<file path="src/design/ebr_pkg.sv">
// Shared types and constants for the embedding bag reduction block.
// No dependencies; imported by ebr_div and embedding_bag_reduce.
`default_nettype none
package ebr_pkg;

  localparam int ROWS      = 1024;
  localparam int FEATURES  = 16;
  localparam int ROW_W     = 10;
  localparam int FEAT_W    = $clog2(FEATURES);
  localparam int TBL_DEPTH = ROWS * FEATURES;
  localparam int TBL_AW    = $clog2(TBL_DEPTH);
  localparam int ACC_W     = 40;
  localparam int WORD_W    = 16;
  localparam int CNT_W     = 16;
  localparam int QUO_W     = ACC_W - 8;
  localparam int CFG_W     = 2;

  typedef enum logic [1:0] {
    CMD_LOAD  = 2'd0,
    CMD_ADD   = 2'd1,
    CMD_CLOSE = 2'd2,
    CMD_NONE  = 2'd3
  } cmd_t;

  typedef enum logic [1:0] {
    RED_SUM  = 2'd0,
    RED_MEAN = 2'd1,
    RED_MAX  = 2'd2,
    RED_RSV  = 2'd3
  } mode_t;

  typedef enum logic {
    REG_MODE = 1'b0,
    REG_USW  = 1'b1
  } reg_idx_t;

  typedef enum logic [2:0] {
    ST_IDLE,
    ST_ADD,
    ST_DRAIN,
    ST_DIV_START,
    ST_DIV_WAIT
  } state_t;

endpackage
`default_nettype wire

</file>
<file path="src/design/ebr_div.sv">
// Restoring divider, one quotient bit per cycle, for the mean reduction.
// Depends on ebr_pkg for widths.
`default_nettype none
module ebr_div (
  input  wire logic                      clk,
  input  wire logic                      rst,
  input  wire logic                      start,
  input  wire logic [ebr_pkg::QUO_W-1:0] dividend,
  input  wire logic [ebr_pkg::CNT_W-1:0] divisor,
  output logic                           busy,
  output logic      [ebr_pkg::QUO_W-1:0] quotient
);
  import ebr_pkg::*;

  logic [CNT_W-1:0]         rem;
  logic [CNT_W-1:0]         dsr;
  logic [$clog2(QUO_W)-1:0] step;
  logic [CNT_W:0]           shifted;

  assign shifted = {rem, quotient[QUO_W-1]};

  always_ff @(posedge clk) begin
    if (rst) begin
      busy <= 1'b0;
      step <= '0;
    end else if (start) begin
      busy     <= 1'b1;
      step     <= '0;
      rem      <= '0;
      dsr      <= divisor;
      quotient <= dividend;
    end else if (busy) begin
      if (shifted >= {1'b0, dsr}) begin
        rem      <= CNT_W'(shifted - {1'b0, dsr});
        quotient <= {quotient[QUO_W-2:0], 1'b1};
      end else begin
        rem      <= shifted[CNT_W-1:0];
        quotient <= {quotient[QUO_W-2:0], 1'b0};
      end
      step <= step + 1'b1;
      if (step == ($clog2(QUO_W))'(QUO_W - 1)) begin
        busy <= 1'b0;
      end
    end
  end

endmodule
`default_nettype wire

</file>
<file path="config.mk">
export PLATFORM = sky130hd
export DESIGN_NAME = ebr_div
export DESIGN_NICKNAME = d
export VERILOG_FILES = /design/src/design/ebr_pkg.sv /design/src/design/ebr_div.sv
export SDC_FILE = /design/constraint.sdc
export NUM_CORES = 1
export LEC_CHECK = 0
export BUFFER_PORTS_ARGS = -buffer_cell sky130_fd_sc_hd__buf_2
export CAP_MARGIN = 30
export CORE_MARGIN = 3
export CORE_UTILIZATION = 58
export CTS_CLUSTER_DIAMETER = 200
export DETAILED_ROUTE_END_ITERATION = 8
export PLACE_DENSITY_LB_ADDON = 0.2
export SLEW_MARGIN = 20
export SYNTH_ARGS = -nofsm -noshare
export SYNTH_HDL_FRONTEND = slang
export SYNTH_SLANG_ARGS = --single-unit
</file>
<file path="constraint.sdc">
create_clock -name clk -period 7.4 [get_ports clk]
set_input_delay 1.11 -clock clk [delete_from_list [all_inputs] [get_ports clk]]
set_output_delay 1.11 -clock clk [all_outputs]
set_load 0.01 [all_outputs]
</file>
### Word level (Yosys, flattened, before mapping)

Index checks and enable logic that the tools add are counted.

| storage, ports and cells | value |
|---|---|
| register bits after elaboration | 70 |
| word-level logic and storage cells | 22 |
| output and inout port bits | 33 |

| cells by class | value |
|---|---|
| order comparisons | 1 |
| muxes and demuxes | 8 |
| $add $sub $neg | 2 |
| reductions and logical operators | 4 |
| bitwise logic cells | 1 |
| equal/unequal tests | 1 |

Operator list:

| cell | count |
|---|---|
| two-way mux 32 bit | 2 |
| two-way mux 16 bit | 2 |
| >= comparator 17 x 16 -> 1 bit | 1 |
| subtractor 16 bit | 1 |
| adder 5 x 1 -> 5 bit (second input constant) | 1 |
| == test 5 bit (second input constant) | 1 |
| two-way mux 1 bit | 4 |
| AND reduction 2 bit | 2 |
| nonzero test 2 bit | 1 |
| OR reduction 2 bit | 1 |
| NOT 1 bit | 1 |

### Depth between registers and ports, before layout

Gate-level depths: netlist of the first run.

| depth | value |
|---|---|
| depth after elaboration | 4 |
| depth in mapped cells | 10 |
| depth with buffers taken out | 10 |

### Worst setup path after synthesis of the first run

OpenSTA, ideal clock, no wires.

| timing path | value |
|---|---|
| path kind | input port to flip-flop |
| start | input start |
| end | register quotient[0] (netlist name), enable pin |
| library setup time | 454 ps |
| cell stages on the path | 4 |
| arrival time | 3854 ps |
| setup slack | 3093 ps |
| cells stage by stage | clkbuf_1 -> buf_1 -> nor2_1 -> nor2_1 |

| on the way | value |
|---|---|
| longest elaborated chain between the ends | 2 |

RTL lines:

| item | RTL line | source |
|---|---|---|
| from (decl) | ebr_div.sv:7 | `input wire logic start,` |
| nonzero test 2 bit (no source line) | -- |  |
| AND reduction 2 bit (no source line) | -- |  |
| to (signal assigned) | ebr_div.sv:31 | `quotient <= dividend;` |
| to (signal assigned) | ebr_div.sv:35 | `quotient <= {quotient[QUO_W-2:0], 1'b1};` |
| to (signal assigned) | ebr_div.sv:38 | `quotient <= {quotient[QUO_W-2:0], 1'b0};` |
| to (decl) | ebr_div.sv:11 | `output logic [ebr_pkg::QUO_W-1:0] quotient` |

No other way between the ends.
A chain may end at the register's enable or synchronous reset.

### Final worst setup path of the first run

| timing path | value |
|---|---|
| start | input start |
| end | register quotient[7] (netlist name), enable pin |

The elaborated chain is that of the path after synthesis.

==> summary.txt, run 1 <==
Run status
  – Status: finished clean

GRT
  – Initial antenna violation count: 0
  – First-pass GRT wire length: 12100 um
  – Tot GR Track Use: a little over a fifth
  – Grt total ovfl: 0
  – Vias in the first global route: around 2600
  – Pin count of the biggest net entering global routing: between 50 and 60

Clocking
  – PostCTS Resize Cnt: 0
  – Total CTS buffers: 9
  – Max Buffers Root-to-Sink: 2
  – CTS root buf: clkbuf_8
  – Worst skew pair latency: around 0.34 ns
  – Hold_buf cts: 0
  – TritonCTS sink count: 70
  – Clock transition at the registers of the reported paths: about 0.07 ns
  – H-tree depth: 3
  – Postcts setup bufs: 0
  – CTS tree: yes

Synthesis
  – Sequential area share after synthesis: between 50% and 60%
  – Post-synth top area share: 52.1%
  – Ys async rst share: 0%
  – Syn Nets: between 300 and 400
  – #FFs+latches synth: 70
  – Main synth FF type: edfxtp_1
  – Post-synth EDFFs: between 60 and 70
  – Mapped cell area: 0.00369 mm2
  – Largest area contributor in the netlist: edfxtp_1
  – Top area cells in the synthesized netlist: edfxtp_1, mux2_2, ha_1
  – Count leader, synth: edfxtp_1
  – Synth Instances: a little under 300
  – Synth cell types: 47
  – Top cells by instance count after synthesis: edfxtp_1, mux2_2, nor2_1, inv_1, ha_1
  – Syn. warnings: 0
  – Post-Syn Area per Cell: about 13 um2

Cells and area
  – Finished Cell Area: between 0.004 and 0.005 mm2
  – Final nets: around 450
  – Post-layout util: between 70% and 80%
  – ANT cells: 0
  – Layout Cells excl Fill: between 400 and 500
  – Filler Cell Count: approximately 450
  – Layout cell share with drive strength beyond 1: about 37%
  – Area growth, synth to finish: 19.4%

STA
  – Fin crit share: between 30 and 40%
  – Final min period: around 2.7 ns
  – Final hold viol count: 0
  – Setup TNS: 0 ns
  – Setup skew after layout: roughly 0.016 ns
  – Final setup violation count: 0
  – RSZ-0062 raised after global routing: no
  – Fmax: 365 MHz
  – Fin. max-slew vios: 0
  – Final worst setup slack: roughly 4.7 ns
  – Worst Tran Pin Value: a little under 0.7 ns
  – Slew HR: between 50% and 60%

Die
  – Die X: 85.8 um
  – Starting Density: roughly 61%
  – Die outline area: approximately 0.0074 mm2
  – Row Count: 28
  – Total core area: roughly 0.006 mm2
  – # IOs: 84
  – Die height: about 86 um

Routing
  – Vias per Instance: between 5 and 6
  – Drt pass-1 iters: 4
  – DRT iter0 DRCs: around 130
  – Post-route DRC: 0
  – Drt wl/cell: roughly 16 um
  – Routed Antenna Nets: 0
  – Vias after detailed routing: 2592
  – Routed wire length: 7180 um

Setup path
  – Critical Path RT: about 7.4 ns
  – Critical path type: input pin to flip-flop
  – Crit path launch type: input pin
  – Reg-to-Reg End: rem[6]
  – FF-to-FF path depth: 8
  – Reg2reg start: rem[1]
  – Setup crit end kind: flip-flop
  – CP arrival: between 2 and 3 ns
  – Worst reg-to-reg setup slack: between 4 and 5 ns
  – Critical path fanouts, max: between 50 and 60

Hold path
  – Hold EP: step[4]
  – Hold path start: step[4]
  – Hold path cells: 2
  – Hold Path Class: flip-flop to flip-flop

Power and ir drop
  – Share of power burned in registers: approximately 45%
  – Peak VDD IR: around 0.16 mV
  – PwrDens: around 240 mW/mm2
  – Switching share of power: about 25%
  – Pleak: about 1.9 nW
  – Clk network pwr share: around 34%
  – Pint: 0.000805 W
  – Psw: between 0.0002 and 0.0003 W
  – Comb power frac: 20.9%

Job
  – Max-cap violations: 0

Placement
  – Final HPWL DP: about 5200 um
  – I/O Buffers: 83
  – Gpl congestion: 0.862
  – DP Cell Count: ~440
  – Worst slack, placed: 4.32 ns
  – Cell Area, Placed: between 0.004 and 0.005 mm2
[cell families after synthesis]
group	share of synthesized area (%)
flops	55.3
simple gates	7.80
compound gates	10.6
mux	12.5
buf+inv	3.76
fa+ha+maj	6.65
xor+xnor	3.32
[critical path, cell delays in order]
cell    delay, ns
buf_2        0.07
buf_4        0.50
nor2_1       0.17
nor2_4       0.33
buf_4        0.48
[power by group through the flow]
stage | Clock (W) | Sequential (W) | Combinational [W]
2_1_floorplan | 0 | 0.000496 | 0.000163
3_3_place_gp | 0 | 0.000493 | 0.000216
3_5_place_dp | 0 | 0.000493 | 0.000221
4_1_cts | 0.000373 | 0.000485 | 0.000225
5_1_grt | 0.000392 | 0.000489 | 0.000249
6_report | 0.000369 | 0.000485 | 0.000225
[through the flow]
stage | total power (W) | hold slack, ns
CTS | 0.00108 | 0.546
finish | 0.00108 | 0.546
global placement | 0.000709 | 0.516
floorplan | 0.000659 | 0.502
detailed placement | 0.000714 | 0.532
global route | 0.00113 | 0.563
[worst max path at each step]
stage / startpoint / end / slack (ns) / depth (start not counted)
after detailed placement: start / quotient[1] / 4.32 / 5
final: start / quotient[7] / 4.66 / 5
after CTS: start / rem[3] / 4.67 / 5
after global routing: start / quotient[7] / 4.51 / 5
after floorplan: start / quotient[0] / 3.09 / 4
after global placement: start / quotient[10] / 4.32 / 5
[layer usage]
metal	share of wire [%]	global-route usage, %	vias to the layer above
met2	47	32.3	85
met3	6.9	7.30	15
met4	2.0	8.49	0
met1	44	27.6	1223
met5	0	0	-
li1	-	-	1269
[cell usage in the layout, fill, tap and decap left out, drive strengths merged, types with 2 or more instances in the layout]
cell and n:
nand4 4, nand3 4, o211ai 2, buf 86, xnor2 10, a21oi 13
nor2 21, clkbuf 12, edfxtp 64, mux2 32, nor3 7, a31oi 2
o21a 5, ha 18, a21o 8, inv 20, nand2 16, bufinv 3
xor2 4, nand2b 2, mux2i 10, a211oi 6, dfxtp 6, nor2b 3
o21ai 7
[registers in the layout, summed over array words and instances (netlist names)]
| signal | count |
|---|---|
| busy | 1 |
| dsr | 16 |
| quotient | 32 |
| rem | 16 |
| step | 5 |
[cell type report]
cell class	count	area (um2)	share of cell area (%)
tap	75	93.8	2.13
timing repair buffer	86	438	9.94
inverter	20	75.1	1.70
clock inverter	4	95.1	2.16
sequential	70	2040	46.4
clock buffer	12	145	3.29
multi-input combinational	191	1520	34.4
Note: power is estimated with default switching activity, not from simulation.
==> inputs of run 2 (changes only) <==
--- a/config.mk
+++ b/config.mk
@@ -8,7 +8,7 @@
 export BUFFER_PORTS_ARGS = -buffer_cell sky130_fd_sc_hd__buf_2
 export CAP_MARGIN = 30
 export CORE_MARGIN = 3
-export CORE_UTILIZATION = 58
+export CORE_UTILIZATION = 49
 export CTS_CLUSTER_DIAMETER = 200
 export DETAILED_ROUTE_END_ITERATION = 8
 export PLACE_DENSITY_LB_ADDON = 0.2
==> constraint.sdc (replaced) <==
create_clock -name clk -period 2.2 [get_ports clk]
set_input_delay 0.33 -clock clk [delete_from_list [all_inputs] [get_ports clk]]
set_output_delay 0.33 -clock clk [all_outputs]
set_load 0.01 [all_outputs]
==> run 2 against run 1 <==
- the flow now finishes with violations (negative setup slack)
- clock-buffer cell count down 2
- die area up 17%
- non-clock buffer count up 47
- clock skew down 0.0020 ns
==> summary.txt, run 2 (synthesized netlist as in run 1, its figures left out) <==
Job
  – Max-cap violations: 0

Routing
  – Post-route DRC: 0
  – Routed Antenna Nets: 0
  – Vias after detailed routing: between 2000 and 3000
  – DRT iter0 DRCs: 114
  – Routed wire length: 8280 um
  – Vias per Instance: ~5.2
  – Drt wl/cell: between 15 and 20 um
  – Drt pass-1 iters: 5

STA
  – Setup skew after layout: approximately 0.014 ns
  – Fin crit share: 107%
  – Fmax: 425 MHz
  – Slew HR: between 60% and 70%
  – Final setup violation count: 17
  – Worst Tran Pin Value: between 0.5 and 0.6 ns
  – Final hold viol count: 0
  – Final worst setup slack: -0.151 ns
  – Fin. max-slew vios: 0
  – RSZ-0062 raised after global routing: yes
  – Worst hold margin: approximately 0.16 ns
  – Final min period: 2.35 ns

Placement
  – Cell Area, Placed: 0.00459 mm2
  – Gpl congestion: between 0.8 and 0.9
  – I/O Buffers: 83
  – DP Cell Count: between 500 and 600
  – Final HPWL DP: between 5000 and 6000 um

Setup path
  – Reg-to-Reg End: quotient[0]
  – Critical path type: flip-flop to flip-flop
  – Critical path fanouts, max: 13
  – Critical Path RT: 2.31 ns
  – Worst reg-to-reg setup slack: -0.15 ns
  – Setup crit end kind: flip-flop
  – Setup crit end: quotient[0]
  – Crit path launch type: flip-flop
  – CP arrival: roughly 2.5 ns
  – FF-to-FF path depth: 8
  – Reg2reg start: rem[0]
  – Worst Setup SP: rem[0]

Cells and area
  – Most frequent cells in the layout: buf_2, edfxtp_1, buf_4, mux2_2, inv_1
  – Area growth, synth to finish: 34.6%
  – Most common cell after layout, fill and taps aside: buf_2
  – Max reg flops: 32
  – Largest registers: quotient: 32 flops, dsr: 16 flops, rem: 16 flops
  – Top reg by flops: quotient
  – Layout Cells excl Fill: ~530
  – ANT cells: 0
  – Post-layout util: 68.1%
  – Layout cell share with drive strength beyond 1: between 40% and 50%
  – Finished Cell Area: between 0.004 and 0.005 mm2
  – Final nets: approximately 500

Clocking
  – Max Buffers Root-to-Sink: 2
  – CTS root buf: clkbuf_8
  – TritonCTS sink count: 70
  – Hold_buf cts: 0
  – Total CTS buffers: 9
  – Clock transition at the registers of the reported paths: ~0.090 ns
  – CTS tree: yes
  – Worst skew pair latency: 0.35 ns
  – H-tree depth: 3

GRT
  – Initial antenna violation count: 0
  – First-pass GRT wire length: approximately 14000 um
  – Vias in the first global route: 2879
  – Grt total ovfl: 0
  – Tot GR Track Use: around 20%
  – Pin count of the biggest net entering global routing: 39

Die
  – # IOs: 84
  – Die height: about 93 um
  – Die X: roughly 93 um
  – Starting Density: between 50% and 60%
  – Total core area: roughly 0.0073 mm2
  – Die outline area: 0.00861 mm2
  – Row Count: 31

Run status
  – Failing checks: negative setup slack
  – Status: complete, but fails checks

Power and ir drop
  – PwrDens: between 700 and 800 mW/mm2
  – Peak VDD IR: ~0.54 mV
  – Pleak: between 2 and 2.5 nW

Hold path
  – Hold Path Class: input pin to flip-flop
-- run 2: changes by cell type in the layout (fill, tap and decap cells not counted), sizes merged --
cell	previous run	this run
clkbuf	12	10
clkinvlp	0	1
inv	20	22
bufinv	3	2
buf	86	133
-- run 2: how the worst min path moves through the flow --
stage                            from      end  depth (start not counted)
after global routing      divisor[12]  dsr[12]                          1
after global placement     divisor[0]   dsr[0]                          1
final                      divisor[1]   dsr[1]                          1
after detailed placement  divisor[11]  dsr[11]                          1
after floorplan            divisor[0]   dsr[0]                          0
after CTS                  divisor[1]   dsr[1]                          1
-- run 2: routing by layer --
metal | share of wire [%] | wire, um | up-vias | track usage, %
met4 | 1.7 | 137 | 0 | 8.06
met5 | 0 | 0 | - | 0
met1 | 42 | 3500 | 1307 | 25.4
met2 | 48 | 4000 | 103 | 33.2
met3 | 7.7 | 635 | 13 | 5.69
li1 | - | - | 1350 | -
-- run 2: repair_timing --
item,4_1_cts,5_1_grt
setup endpoints to repair,17,17
pin swaps,3,8
endpoints found under the hold margin,0,0
setup buffers,4,2
resized for setup,7,13
-- run 2: report_power, final --
| group | switching (W) | leakage (nW) | internal, W |
|---|---|---|---|
| logic | 0.000505 | 1.36 | 0.000528 |
| registers | 0.0000529 | 0.660 | 0.00158 |
| clock network | 0.000515 | 0.107 | 0.000649 |
-- run 2: critical path, stage by stage, from the launching register on --
cell,delay [ns]
edfxtp_1,0.39
ha_1,0.31
or2b_1,0.21
a21oi_4,0.08
o41ai_4,0.26
o311ai_2,0.17
a21o_2,0.28
buf_12,0.16
mux2_2,0.25
-- run 2: stage by stage --
step	TNS, ns	setup WS, ns	total power [W]
global route	-3.49	-0.244	0.00402
detailed placement	-1.23	-0.124	0.00258
global placement	-0.710	-0.0923	0.00256
CTS	-1.77	-0.153	0.00379
floorplan	-0.0398	-0.0398	0.00224
finish	-1.69	-0.151	0.00383
-- run 2: final cells by class --
class / count / area (um2)
fillers: 572 / 2330
clock buffers: 10 / 128
clock inverters: 6 / 93.8
inverters: 20 / 75.1
repair buffers: 133 / 820
well taps: 99 / 124
flip-flops and latches: 70 / 2040
multi-input cells: 191 / 1680
